$ cat src/rtl/core/bscrx_pkg.sv
// ----------------------------------------------------------------------------
// bscrx_pkg
// Types and constants shared by the rotate/xor byte stream cipher modules
// ----------------------------------------------------------------------------
`default_nettype none

package bscrx_pkg;

	// key storage and clamp limit
	localparam int KEY_BYTES = 8;

	// configuration port
	localparam int APB_DATA_W = 64;
	localparam int APB_ADDR_W = 6;
	localparam int REG_IDX_LSB = 3;

	// remainder unit
	localparam int DIVIDEND_W = 32;
	localparam int DIVISOR_W = 8;
	localparam int REM_BITS_PER_CYCLE = 8;
	localparam int REM_CYCLES = DIVIDEND_W / REM_BITS_PER_CYCLE;
	localparam int REM_CNT_W = (REM_CYCLES > 1) ? $clog2(REM_CYCLES) : 1;

	// register indexes
	typedef enum logic [2:0] {
		REG_CIPHER_MODE  = 3'd0,
		REG_SEED_BYTES   = 3'd1,
		REG_FALLBACK_DIV = 3'd2,
		REG_KEY_A        = 3'd3,
		REG_KEY_A_LENGTH = 3'd4,
		REG_KEY_B        = 3'd5,
		REG_KEY_B_LENGTH = 3'd6
	} reg_idx_t;

	// cipher direction held in cipher_mode
	typedef enum logic {
		MODE_ENCRYPT = 1'b0,
		MODE_DECRYPT = 1'b1
	} cipher_mode_t;

	// register file contents
	typedef struct packed {
		logic        cipher_mode;
		logic [23:0] seed_bytes;
		logic [23:0] fallback_divisors;
		logic [63:0] key_a;
		logic [3:0]  key_a_length;
		logic [63:0] key_b;
		logic [3:0]  key_b_length;
	} cfg_t;

	// remainder unit request and response
	typedef struct packed {
		logic                  start;
		logic [DIVIDEND_W-1:0] dividend;
		logic [DIVISOR_W-1:0]  divisor;
	} rem_req_t;

	typedef struct packed {
		logic                 done;
		logic [DIVISOR_W-1:0] rem;
	} rem_rsp_t;

endpackage

`default_nettype wire

$ cat src/rtl/core/bscrx_regs.sv
// ----------------------------------------------------------------------------
// bscrx_regs
// Configuration register file behind an APB-style port
// ----------------------------------------------------------------------------
`default_nettype none

module bscrx_regs (
	input  wire                                 clk,
	input  wire                                 arst_n,
	input  wire                                 psel,
	input  wire                                 penable,
	input  wire                                 pwrite,
	input  wire  [bscrx_pkg::APB_ADDR_W-1:0]    paddr,
	input  wire  [bscrx_pkg::APB_DATA_W-1:0]    pwdata,
	output logic [bscrx_pkg::APB_DATA_W-1:0]    prdata,
	output logic                                pready,
	output bscrx_pkg::cfg_t                     cfg
);
	import bscrx_pkg::*;

	reg_idx_t reg_idx;
	logic     wr_en;
	cfg_t     cfg_q;

	assign reg_idx = reg_idx_t'(paddr[APB_ADDR_W-1:REG_IDX_LSB]);
	assign wr_en   = psel & penable & pwrite;
	assign pready  = 1'b1;
	assign cfg     = cfg_q;

	// register writes
	always_ff @(posedge clk or negedge arst_n) begin
		if (!arst_n) begin
			cfg_q.cipher_mode       <= 1'b0;
			cfg_q.seed_bytes        <= 24'h000000;
			cfg_q.fallback_divisors <= 24'h010101;
			cfg_q.key_a             <= 64'd0;
			cfg_q.key_a_length      <= 4'd8;
			cfg_q.key_b             <= 64'd0;
			cfg_q.key_b_length      <= 4'd8;
		end else if (wr_en && pready) begin
			case (reg_idx)
				REG_CIPHER_MODE:  cfg_q.cipher_mode       <= pwdata[0];
				REG_SEED_BYTES:   cfg_q.seed_bytes        <= pwdata[23:0];
				REG_FALLBACK_DIV: cfg_q.fallback_divisors <= pwdata[23:0];
				REG_KEY_A:        cfg_q.key_a             <= pwdata[63:0];
				REG_KEY_A_LENGTH: cfg_q.key_a_length      <= pwdata[3:0];
				REG_KEY_B:        cfg_q.key_b             <= pwdata[63:0];
				REG_KEY_B_LENGTH: cfg_q.key_b_length      <= pwdata[3:0];
				default: ;
			endcase
		end
	end

	// read mux
	always_comb begin
		case (reg_idx)
			REG_CIPHER_MODE:  prdata = APB_DATA_W'(cfg_q.cipher_mode);
			REG_SEED_BYTES:   prdata = APB_DATA_W'(cfg_q.seed_bytes);
			REG_FALLBACK_DIV: prdata = APB_DATA_W'(cfg_q.fallback_divisors);
			REG_KEY_A:        prdata = APB_DATA_W'(cfg_q.key_a);
			REG_KEY_A_LENGTH: prdata = APB_DATA_W'(cfg_q.key_a_length);
			REG_KEY_B:        prdata = APB_DATA_W'(cfg_q.key_b);
			REG_KEY_B_LENGTH: prdata = APB_DATA_W'(cfg_q.key_b_length);
			default:          prdata = '0;
		endcase
	end

endmodule

`default_nettype wire

$ cat src/rtl/core/bscrx_rem.sv
// ----------------------------------------------------------------------------
// bscrx_rem
// Shared remainder unit, restoring division several dividend bits per cycle
// ----------------------------------------------------------------------------
`default_nettype none

module bscrx_rem (
	input  wire                    clk,
	input  wire                    arst_n,
	input  bscrx_pkg::rem_req_t    req,
	output bscrx_pkg::rem_rsp_t    rsp
);
	import bscrx_pkg::*;

	logic                  busy_q;
	logic                  done_q;
	logic [REM_CNT_W-1:0]  cnt_q;
	logic [DIVIDEND_W-1:0] dvd_q;
	logic [DIVISOR_W-1:0]  div_q;
	logic [DIVISOR_W-1:0]  rem_q;
	logic [DIVISOR_W-1:0]  rem_next;

	// compare-subtract steps for one cycle, dividend msb first
	always_comb begin
		logic [DIVISOR_W:0]   t;
		logic [DIVISOR_W-1:0] r;
		r = rem_q;
		t = '0;
		for (int k = 0; k < REM_BITS_PER_CYCLE; k++) begin
			t = {r, dvd_q[DIVIDEND_W-1-k]};
			if (t >= {1'b0, div_q})
				t = t - {1'b0, div_q};
			r = t[DIVISOR_W-1:0];
		end
		rem_next = r;
	end

	// control
	always_ff @(posedge clk or negedge arst_n) begin
		if (!arst_n) begin
			busy_q <= 1'b0;
			done_q <= 1'b0;
			cnt_q  <= '0;
		end else if (req.start) begin
			busy_q <= 1'b1;
			done_q <= 1'b0;
			cnt_q  <= '0;
		end else if (busy_q) begin
			cnt_q <= cnt_q + 1'b1;
			if (cnt_q == REM_CNT_W'(REM_CYCLES - 1)) begin
				busy_q <= 1'b0;
				done_q <= 1'b1;
			end
		end else begin
			done_q <= 1'b0;
		end
	end

	// operands and partial remainder
	always_ff @(posedge clk) begin
		if (req.start) begin
			dvd_q <= req.dividend;
			div_q <= req.divisor;
			rem_q <= '0;
		end else if (busy_q) begin
			dvd_q <= dvd_q << REM_BITS_PER_CYCLE;
			rem_q <= rem_next;
		end
	end

	assign rsp.done = done_q;
	assign rsp.rem  = rem_q;

endmodule

`default_nettype wire

$ cat src/rtl/core/byte_stream_cipher_rotate_xor.sv
// Flow: a word accepted on s_axis runs the shared multiply-add twice, then the
// key remainders on the 8-bit-per-cycle remainder unit, and the three fallback
// remainders when the key byte is zero, before it shows on m_axis; no new word
// is taken until the last one has been loaded into the output register.
// Reset: arst_n clears all control state; the first word then loads the seeds.
// ----------------------------------------------------------------------------
// byte_stream_cipher_rotate_xor
// Byte stream cipher with running polynomial value, key xor and bit rotation
// ----------------------------------------------------------------------------
`default_nettype none

module byte_stream_cipher_rotate_xor (
	input  wire                                 clk,
	input  wire                                 arst_n,
	// configuration port
	input  wire                                 psel,
	input  wire                                 penable,
	input  wire                                 pwrite,
	input  wire  [bscrx_pkg::APB_ADDR_W-1:0]    paddr,
	input  wire  [bscrx_pkg::APB_DATA_W-1:0]    pwdata,
	output logic [bscrx_pkg::APB_DATA_W-1:0]    prdata,
	output logic                                pready,
	// input words
	input  wire                                 s_axis_tvalid,
	output logic                                s_axis_tready,
	input  wire  [7:0]                          s_axis_tdata,  // [7:0] in_byte
	input  wire                                 s_axis_tlast,  // last_in
	// output words
	output logic                                m_axis_tvalid,
	input  wire                                 m_axis_tready,
	output logic [7:0]                          m_axis_tdata,  // [7:0] out_byte
	output logic                                m_axis_tlast,  // last_out
	output logic                                m_axis_tuser   // [0] divisor_fault
);
	import bscrx_pkg::*;

	typedef enum logic [3:0] {
		ST_IDLE,
		ST_MUL1,
		ST_MUL2,
		ST_RA_GO,
		ST_RA_WAIT,
		ST_RB_GO,
		ST_RB_WAIT,
		ST_KEY,
		ST_FB_GO,
		ST_FB_WAIT,
		ST_OUT
	} state_t;

	cfg_t     cfg;
	rem_req_t rem_req;
	rem_rsp_t rem_rsp;

	state_t      state_q;
	logic        msg_start_q;
	logic [31:0] idx_q;
	logic [31:0] rv_q;
	logic [31:0] acc_q;
	logic [7:0]  mult_a_q;
	logic [7:0]  mult_b_q;
	logic [7:0]  prev_key_q;
	logic [7:0]  data_q;
	logic        last_q;
	logic [7:0]  x1_q;
	logic [7:0]  x2_q;
	logic [7:0]  kt_q;
	logic        fault_q;
	logic [1:0]  fb_cnt_q;
	logic        out_valid_q;
	logic [7:0]  out_byte_q;
	logic        out_last_q;
	logic        out_fault_q;

	logic [31:0] mac_a;
	logic [31:0] mac_b;
	logic [31:0] mac_c;
	logic [31:0] mac_prod;
	logic [31:0] mac_out;
	logic [31:0] shifted;
	logic [7:0]  x0;
	logic [7:0]  x3;
	logic [7:0]  kt;
	logic [7:0]  fb_div;
	logic        fb_zero;
	logic [7:0]  fb_val;
	logic [7:0]  res;
	logic        in_acc;
	logic        out_load;

	// key length clamp to one through the key size
	function automatic logic [3:0] clamp_len(input logic [3:0] n);
		if (n == 4'd0)
			return 4'd1;
		else if (n > 4'(KEY_BYTES))
			return 4'(KEY_BYTES);
		else
			return n;
	endfunction

	function automatic logic [7:0] permute_fwd(input logic [7:0] d, input logic [1:0] sel);
		case (sel)
			2'd0:    return {d[3:0], d[7:4]};
			2'd1:    return {d[5:0], d[7:6]};
			2'd2:    return {d[5:4], d[7:6], d[1:0], d[3:2]};
			default: return {d[4:0], d[7:5]};
		endcase
	endfunction

	function automatic logic [7:0] permute_inv(input logic [7:0] d, input logic [1:0] sel);
		case (sel)
			2'd0:    return {d[3:0], d[7:4]};
			2'd1:    return {d[1:0], d[7:2]};
			2'd2:    return {d[5:4], d[7:6], d[1:0], d[3:2]};
			default: return {d[2:0], d[7:3]};
		endcase
	endfunction

	bscrx_regs u_regs (
		.clk     (clk),
		.arst_n  (arst_n),
		.psel    (psel),
		.penable (penable),
		.pwrite  (pwrite),
		.paddr   (paddr),
		.pwdata  (pwdata),
		.prdata  (prdata),
		.pready  (pready),
		.cfg     (cfg)
	);

	bscrx_rem u_rem (
		.clk    (clk),
		.arst_n (arst_n),
		.req    (rem_req),
		.rsp    (rem_rsp)
	);

	// handshakes
	assign s_axis_tready = (state_q == ST_IDLE);
	assign in_acc        = s_axis_tvalid & s_axis_tready;
	assign out_load      = (state_q == ST_OUT) && (!out_valid_q || m_axis_tready);

	// shared multiply-add: first mult_b*i + mult_a, then acc*i + shifted value
	assign shifted = $unsigned($signed(rv_q) >>> mult_a_q[2:0]);

	always_comb begin
		case (state_q)
			ST_MUL1: begin
				mac_a = {24'd0, mult_b_q};
				mac_c = {24'd0, mult_a_q};
			end
			default: begin
				mac_a = acc_q;
				mac_c = shifted;
			end
		endcase
	end

	assign mac_b    = idx_q;
	assign mac_prod = mac_a * mac_b;
	assign mac_out  = mac_prod + mac_c;

	// fallback divisor for the current remainder
	assign fb_div  = cfg.fallback_divisors[{fb_cnt_q, 3'b000} +: 8];
	assign fb_zero = (fb_div == 8'd0);
	assign fb_val  = fb_zero ? 8'd0 : rem_rsp.rem;

	// remainder requests
	always_comb begin
		rem_req.start    = 1'b0;
		rem_req.dividend = idx_q;
		rem_req.divisor  = fb_div;
		case (state_q)
			ST_RA_GO: begin
				rem_req.start   = 1'b1;
				rem_req.divisor = {4'd0, clamp_len(cfg.key_a_length)};
			end
			ST_RB_GO: begin
				rem_req.start    = 1'b1;
				rem_req.dividend = idx_q + {24'd0, x1_q};
				rem_req.divisor  = {4'd0, clamp_len(cfg.key_b_length)};
			end
			ST_FB_GO: rem_req.start = 1'b1;
			default: ;
		endcase
	end

	// key byte from the running value, key bytes and feedback
	assign x0 = rv_q[31:24] ^ rv_q[23:16] ^ rv_q[15:8] ^ rv_q[7:0];
	assign x3 = rv_q[10:3] + {prev_key_q[6:0], 1'b0};
	assign kt = x0 ^ x1_q ^ x2_q ^ x3;

	// output byte
	assign res = cfg.cipher_mode ? permute_inv(data_q ^ kt_q, rv_q[1:0])
	                             : (permute_fwd(data_q, rv_q[1:0]) ^ kt_q);

	// sequencer
	always_ff @(posedge clk or negedge arst_n) begin
		if (!arst_n) begin
			state_q     <= ST_IDLE;
			msg_start_q <= 1'b1;
			idx_q       <= '0;
			rv_q        <= '0;
			acc_q       <= '0;
			mult_a_q    <= '0;
			mult_b_q    <= '0;
			prev_key_q  <= '0;
			data_q      <= '0;
			last_q      <= 1'b0;
			x1_q        <= '0;
			x2_q        <= '0;
			kt_q        <= '0;
			fault_q     <= 1'b0;
			fb_cnt_q    <= '0;
			out_valid_q <= 1'b0;
			out_byte_q  <= '0;
			out_last_q  <= 1'b0;
			out_fault_q <= 1'b0;
		end else begin
			// output register
			if (out_load) begin
				out_valid_q <= 1'b1;
				out_byte_q  <= res;
				out_last_q  <= last_q;
				out_fault_q <= fault_q;
			end else if (m_axis_tready) begin
				out_valid_q <= 1'b0;
			end

			case (state_q)
				ST_IDLE: begin
					if (in_acc) begin
						data_q <= s_axis_tdata;
						last_q <= s_axis_tlast;
						if (msg_start_q) begin
							idx_q       <= '0;
							mult_a_q    <= cfg.seed_bytes[7:0];
							prev_key_q  <= cfg.seed_bytes[15:8];
							rv_q        <= {24'd0, cfg.seed_bytes[23:16]};
							mult_b_q    <= '0;
							msg_start_q <= 1'b0;
						end
						state_q <= ST_MUL1;
					end
				end
				ST_MUL1: begin
					acc_q   <= mac_out;
					state_q <= ST_MUL2;
				end
				ST_MUL2: begin
					rv_q    <= mac_out;
					state_q <= ST_RA_GO;
				end
				ST_RA_GO: state_q <= ST_RA_WAIT;
				ST_RA_WAIT: begin
					if (rem_rsp.done) begin
						x1_q    <= cfg.key_a[{rem_rsp.rem[2:0], 3'b000} +: 8];
						state_q <= ST_RB_GO;
					end
				end
				ST_RB_GO: state_q <= ST_RB_WAIT;
				ST_RB_WAIT: begin
					if (rem_rsp.done) begin
						x2_q    <= cfg.key_b[{rem_rsp.rem[2:0], 3'b000} +: 8];
						state_q <= ST_KEY;
					end
				end
				ST_KEY: begin
					kt_q     <= kt;
					fault_q  <= 1'b0;
					fb_cnt_q <= '0;
					state_q  <= (kt == 8'd0) ? ST_FB_GO : ST_OUT;
				end
				ST_FB_GO: state_q <= ST_FB_WAIT;
				ST_FB_WAIT: begin
					if (rem_rsp.done) begin
						fault_q <= fault_q | fb_zero;
						case (fb_cnt_q)
							2'd0:    kt_q <= fb_val;
							2'd1:    x1_q <= fb_val;
							default: x2_q <= fb_val;
						endcase
						if (fb_cnt_q == 2'd2) begin
							state_q <= ST_OUT;
						end else begin
							fb_cnt_q <= fb_cnt_q + 2'd1;
							state_q  <= ST_FB_GO;
						end
					end
				end
				ST_OUT: begin
					if (out_load) begin
						mult_a_q    <= x1_q;
						mult_b_q    <= x2_q;
						prev_key_q  <= kt_q;
						idx_q       <= idx_q + 32'd1;
						msg_start_q <= last_q;
						state_q     <= ST_IDLE;
					end
				end
				default: state_q <= ST_IDLE;
			endcase
		end
	end

	assign m_axis_tvalid = out_valid_q;
	assign m_axis_tdata  = out_byte_q;
	assign m_axis_tlast  = out_last_q;
	assign m_axis_tuser  = out_fault_q;

endmodule

`default_nettype wire

$ cat config.mk
export PLATFORM = sky130hd
export DESIGN_NAME = byte_stream_cipher_rotate_xor
export DESIGN_NICKNAME = d
export VERILOG_FILES = /design/src/rtl/core/bscrx_pkg.sv /design/src/rtl/core/bscrx_regs.sv /design/src/rtl/core/bscrx_rem.sv /design/src/rtl/core/byte_stream_cipher_rotate_xor.sv
export SDC_FILE = /design/constraint.sdc
export NUM_CORES = 2
export LEC_CHECK = 0
export BUFFER_PORTS_ARGS = -buffer_cell sky130_fd_sc_hd__buf_2
export CORE_AREA = 8 8 535 274
export DETAILED_ROUTE_END_ITERATION = 6
export DIE_AREA = 0 0 543 282
export SYNTH_ARGS = -nofsm -noshare
export SYNTH_HDL_FRONTEND = slang
export SYNTH_SLANG_ARGS = --single-unit
$ cat constraint.sdc
create_clock -name clk -period 42.1 [get_ports clk]
set_clock_uncertainty 0.05 [all_clocks]
set_input_delay 2.105 -clock clk [delete_from_list [all_inputs] [get_ports clk]]
set_output_delay 2.105 -clock clk [all_outputs]
set_load 0.005 [all_outputs]
* Word level (Yosys, flattened, before mapping)
Index checks and enable logic that the tools add are counted.
Operators by class: $mul 1, order comparisons 10, mux-type cells 80, reduce and logical (&&, ||, !) cells 37, $add $sub $neg 14, shift operators 4, bitwise operators 12, eq/ne operators 32
Operators with widths (count):
- $pmux W64 S7 | 1
- $mux W32 | 10
- $mux W8 | 24
- $pmux W32 S2 | 2
- $shiftx A64 B7 Y8 | 2
- $pmux W8 S2 | 6
- $ge A9 B8 Y1 | 8
- $sub A8 B8 Y8 | 8
- $xor A8 B8 Y8 | 8
- $pmux W8 S3 | 2
- $pmux W4 S11 | 1
- $mux W4 | 9
- $add A32 B1 Y32 const B | 1
- $add A32 B32 Y32 | 1
- $add A32 B8 Y32 | 1
- $mul A32 B32 Y32 | 1
- $sshr A32 B3 Y32 | 1
- $shiftx A24 B6 Y8 | 1
- $mux W7 | 3
- $reduce_and A2 Y1 | 9
- $eq A4 B3 Y1 const B | 4
- $logic_not A8 Y1 | 2
- $ne A2 B1 Y1 const B | 7
- $pmux W7 S2 | 1
- 31 further kinds | 77
Word-level totals: output and inout port bits 77, register bits after elaboration 408, input port bits 86, word-level logic and storage cells 222

* Longest topological paths before layout
depth after elaboration 16, gate-level depth with buffers 85, depth with buffers taken out 80

* Hierarchy
From an unflattened synthesis, not the netlist that was laid out.
Unflattened totals: cell total of the unflattened synthesis 4440, area total of the unflattened synthesis 43122.6 um^2
Modules (own cells, without submodules):
- byte_stream_cipher_rotate_xor | times used 1, area an instance 28868.9 um^2, cells an instance 3214, seq. area each 4280.4 um^2
- bscrx_regs | times used 1, area an instance 8488.1 um^2, cells an instance 618, seq. area each 4635.7 um^2
- bscrx_rem | times used 1, area an instance 5765.5 um^2, cells an instance 608, seq. area each 1461.4 um^2

* Worst setup path after synthesis
OpenSTA, ideal clock, no wires.
kind reg2reg, start point register u_rem.div_q[1], end point register u_rem.rem_q[3], arrival 16375 ps, setup time 137 ps, buffers on the path 5, slack 25538 ps, cell stages (with the launch flop) 82, period minus slack after synthesis 16562 ps, data required time 41913 ps, cells stage by stage edfxtp_1 inv_1 ha_1 nor2b_1 o21ai_1 nand3_1 o21bai_2 mux2_2 ha_1 and3_1 a41o_1 nor4_1 mux2_2 o21ai_4 nor2_1 a21oi_1 ha_1 nor2b_1 [... 46 more ...] o21bai_1 a21oi_1 o211ai_4 mux2i_1 ha_1 a21o_1 a21o_1 a21o_1 a21o_1 a21o_1 a21oi_1 o21ai_0 a21oi_1 o2111ai_1 mux2i_1 buf_2 mux2i_1 a211oi_1
On the way: cells in the longest elaborated chain, start to end 16, elaborated cells between the ends (all ways) 24, those cells by class add/sub (8); order compare (8); mux (8)
Ends and longest elaborated chain:
- start, declared | RTL line bscrx_rem.sv:19 | logic [DIVISOR_W-1:0] div_q;
- start signal, assigned | RTL line bscrx_rem.sv:63 | div_q <= req.divisor;
- $sub A8 B8 Y8 / $ge A9 B8 Y1 (equally long branches) | RTL line bscrx_rem.sv:32, bscrx_rem.sv:31
- $mux W8 | RTL line bscrx_rem.sv:31 | if (t >= {1'b0, div_q})
- $sub A8 B8 Y8 / $ge A9 B8 Y1 (equally long branches) | RTL line bscrx_rem.sv:32, bscrx_rem.sv:31
- $mux W8 | RTL line bscrx_rem.sv:31
- $sub A8 B8 Y8 / $ge A9 B8 Y1 (equally long branches) | RTL line bscrx_rem.sv:32, bscrx_rem.sv:31
- $mux W8 | RTL line bscrx_rem.sv:31
- $sub A8 B8 Y8 / $ge A9 B8 Y1 (equally long branches) | RTL line bscrx_rem.sv:32, bscrx_rem.sv:31
- $mux W8 | RTL line bscrx_rem.sv:31
- $sub A8 B8 Y8 / $ge A9 B8 Y1 (equally long branches) | RTL line bscrx_rem.sv:32, bscrx_rem.sv:31
- $mux W8 | RTL line bscrx_rem.sv:31
- $sub A8 B8 Y8 / $ge A9 B8 Y1 (equally long branches) | RTL line bscrx_rem.sv:32, bscrx_rem.sv:31
- $mux W8 | RTL line bscrx_rem.sv:31
- $sub A8 B8 Y8 / $ge A9 B8 Y1 (equally long branches) | RTL line bscrx_rem.sv:32, bscrx_rem.sv:31
- $mux W8 | RTL line bscrx_rem.sv:31
- $ge A9 B8 Y1 / $sub A8 B8 Y8 (equally long branches) | RTL line bscrx_rem.sv:31, bscrx_rem.sv:32
- $mux W8 (*) | RTL line bscrx_rem.sv:31
- end signal, assigned | RTL line bscrx_rem.sv:67 | rem_q <= rem_next;
- end, declared | RTL line bscrx_rem.sv:20 | logic [DIVISOR_W-1:0] rem_q;
Every way passes the cells marked *; elsewhere a longest branch is shown, timed or not. A chain may end at the register's enable or synchronous reset.

* Worst setup path in the final report
start point register u_rem.div_q[6], end point register u_rem.rem_q[5]
On the way: cells in the longest elaborated chain, start to end 16, elaborated cells between the ends (all ways) 24, those cells by class add/sub (8); order compare (8); mux (8)
Ends and longest elaborated chain (RTL line):
- $sub A8 B8 Y8 / $ge A9 B8 Y1 (equally long branches) | bscrx_rem.sv:32, bscrx_rem.sv:31
- $mux W8 | bscrx_rem.sv:31
- $sub A8 B8 Y8 / $ge A9 B8 Y1 (equally long branches) | bscrx_rem.sv:32, bscrx_rem.sv:31
- $mux W8 | bscrx_rem.sv:31
- $ge A9 B8 Y1 / $sub A8 B8 Y8 (equally long branches) | bscrx_rem.sv:31, bscrx_rem.sv:32
- $mux W8 | bscrx_rem.sv:31
- $sub A8 B8 Y8 / $ge A9 B8 Y1 (equally long branches) | bscrx_rem.sv:32, bscrx_rem.sv:31
- $mux W8 | bscrx_rem.sv:31
- $sub A8 B8 Y8 / $ge A9 B8 Y1 (equally long branches) | bscrx_rem.sv:32, bscrx_rem.sv:31
- $mux W8 | bscrx_rem.sv:31
- $sub A8 B8 Y8 / $ge A9 B8 Y1 (equally long branches) | bscrx_rem.sv:32, bscrx_rem.sv:31
- $mux W8 | bscrx_rem.sv:31
- $sub A8 B8 Y8 / $ge A9 B8 Y1 (equally long branches) | bscrx_rem.sv:32, bscrx_rem.sv:31
- $mux W8 | bscrx_rem.sv:31
- $sub A8 B8 Y8 / $ge A9 B8 Y1 (equally long branches) | bscrx_rem.sv:32, bscrx_rem.sv:31
- $mux W8 (*) | bscrx_rem.sv:31
Marked as above.

==> impl_results.md <==
- Hold depth: 2
- Reg2Reg Setup Slack: 21230 ps
- Starting Density: 29.8%
- GPL Wtd Cong: 0.925
- CTS Sinks: 408
- WHS Endpoint: m_axis_tuser
- Setup bufs post-CTS: 0
- Top FF cell, synth: dfrtp_1
- Worst-path maximum fanout: 16
- Max Used Layer: met5
- Status: complete, no violations
- Placed Cells: 6191
- Input/output buffers: 158
- Most used cell, CP: a21oi_1
- Max stage delay on crit path: 810 ps
- Hold_buf cts: 0
- Initial antenna violation count: 7
- Critical register-to-register path startpoint: u_rem.div_q[6]
- Setup Crit Path Kind: flip-flop to flip-flop
- Arr. time, crit path: 21290 ps
- TritonCTS clock tree: yes
- Total Neg Setup Slack: 0 ps
- Post-Syn Area: 41400 um2
- Area Overhead vs Synth: 9.65%
- Chip Height: 282 um
- Synth warn: 0
- Vias in the first global route: 31600
- H-tree levels: 2
- Synth cell types: 76
- DRC viols: 0
- Slew margin rel.: 8.60%
- Synth Net Count: 5090
- Synth async-reset ratio: 88.2%
- Via density: 5.13
- Slew Viols, Final: 0
- Critical path endpoint category: flip-flop
- Number of synthesized flops with an enable pin: 40
- Final Hold Fails: 0
- Mapped Cells: 4349
- WL per Instance: 21.6 um
- Hold Slack: 424 ps
- Worst-path clk slew: 80 ps
- DRT antenna net count: 0
- CTS Buf Count: 36
- Crit start category: flip-flop
- Die area: 153000 um2
- Max-Cap Viols: 0
- RSZ-0062 raised after global routing: no
- Pin count of the biggest net entering global routing: 95
- First drt pass iteration count: 6
- Tmin final: 20870 ps
- Num ports: 163
- Worst Tran Pin Value: 1360 ps
- # setup viols final: 0
- Req. time, crit path: 42520 ps
- Sequential area share after synthesis: 25.0%
- Number of cell rows: 97
- DRT Wirelength: 135000 um
- Met2 routed WL: 46000 um
- Iteration-0 DRC count of the detailed router: 3822
- FF-to-FF End: u_rem.rem_q[5]
- Dpl hpwl: 107000 um
- Reg2Reg Depth: 75
- GRT overflow: 0
- Final core occ: 32.7%
- Via count: 32100
- Maximum clock path buffer count: 3
- Met3 wire len: 19200 um
- Layout cells sized above 1: 14.1%
- Hold Startpoint: fault_q
- Final Cycle Share: 49.6%
- Final #Nets: 5090
- Crit-path slowest cell: mux2i_1
- Tightest Hold Check Type: flip-flop to flip-flop
- Wire length on met1: 68800 um
- Chip width: 543 um
- Final Non-Filler Cells: 6258
- Fmax: 0.0479 GHz
- All-Layer GR Usage: 17.4%
- Syn avg cell area: 9.53 um2
- Clk root buf: clkbuf_16
- First-pass GRT wire length: 206000 um
- CTS resizes: 0
- CORE AREA: 139000 um2
- Post-synthesis register bit count: 408
- Worst-skew pair later-pin latency: 580 ps
## worst max-delay path by stage
stage               slack, ps            from              to
global route            20010  u_rem.div_q[6]  u_rem.rem_q[6]
detailed placement      21570  u_rem.div_q[6]  u_rem.rem_q[6]
floorplan               25540  u_rem.div_q[1]  u_rem.rem_q[3]
global placement        22000  u_rem.div_q[6]  u_rem.rem_q[7]
CTS                     21470  u_rem.div_q[6]  u_rem.rem_q[6]
finish                  21230  u_rem.div_q[6]  u_rem.rem_q[5]
## through the flow
step | setup WS (ps) | cell area (um2)
4_1_cts | 21470 | 45400
6_report | 21230 | 45400
2_1_floorplan | 25540 | 41400
3_3_place_gp | 22000 | 44200
5_1_grt | 20010 | 45400
3_5_place_dp | 21570 | 44200
## sequential cells by signal (all words and copies together), names as in the netlist, 2 cells and up
register      cells
x1_q              8
prev_key_q        7
m_axis_tdata      8
u_rem.cnt_q       2
fb_cnt_q          2
state_q           4
x2_q              8
data_q            8
kt_q              8
acc_q            32
mult_a_q          8
u_regs.cfg      185
mult_b_q          8
u_rem.rem_q       8
u_rem.dvd_q      32
u_rem.div_q       8
rv_q             32
idx_q            32
## synth_stat cells, types with 120 or more instances
cell	instances	area share (%)
a21oi_1	145	1.8
and3_1	120	1.8
clkbuf_1	239	2.2
dfrtp_1	354	21
fa_1	448	22
ha_1	207	6.2
inv_1	541	4.9
mux2_2	233	6.3
nand2_1	646	5.9
nor2_1	203	1.8
o21ai_0	150	1.8
xnor2_1	167	3.5
## layout make-up
| type | instances | area [um2] |
|---|---|---|
| multi-input combinational | 3136 | 28100 |
| tap | 1881 | 2350 |
| clock buffer | 46 | 980 |
| clock inverter | 19 | 264 |
| sequential | 408 | 10400 |
| fill | 14300 | 93500 |
| timing repair buffer | 224 | 1300 |
| antenna | 1 | 2.50 |
| inverter | 543 | 2040 |
## layer usage
metal / vias to the layer above / global-route usage, %
met1: 16300 / 28.8
met2: 1499 / 20.4
met4: 2 / 1.68
met5: - / 0.587
met3: 71 / 7.46
li1: 14200 / -
## logic make-up after synthesis
logic type | share of synthesized area (%)
muxes | 11.5
DFF | 25.0
xor gates and xnor gates | 5.30
and+or+nand+nor | 13.9
adders and majority gates | 27.9
AOI/OAI and AO/OA | 9.00
other | 0.00905
buffers and inverters | 7.35
## layout by cell type (no fill, tap or decap), types with 23 or more instances in the layout
master	synthesis	routed
nand3_1	53	53
and3_1	120	120
xnor2_1	167	167
edfxtp_1	40	40
a21oi_1	145	145
buf_4	1	66
a21o_1	45	45
mux2i_1	79	79
nor2b_1	30	29
fa_1	448	448
mux4_2	60	60
dfrtp_1	354	353
o21ai_0	150	149
nor3_1	29	23
a211oi_1	23	23
clkbuf_16	0	37
buf_2	3	157
xor2_1	84	84
mux2_2	233	233
nor2_1	203	198
ha_1	207	207
and2_1	97	97
nand2b_1	25	25
inv_1	541	541
a22oi_1	87	87
nand2_1	646	639
## worst max-delay path, delay by kind of cell, from the launching register on
family                   cells  cell delay, ps
AO/OA/AOI/OAI               46            9600
flip-flops                   1             370
AND/OR/NAND/NOR             10            2990
multiplexers                10            4470
adder cells (fa/ha/maj)      8            2800
buffers and inverters        1             400
Power is not shown: default switching activity piles up to over one toggle a cycle in this logic, so the estimate is an artifact.
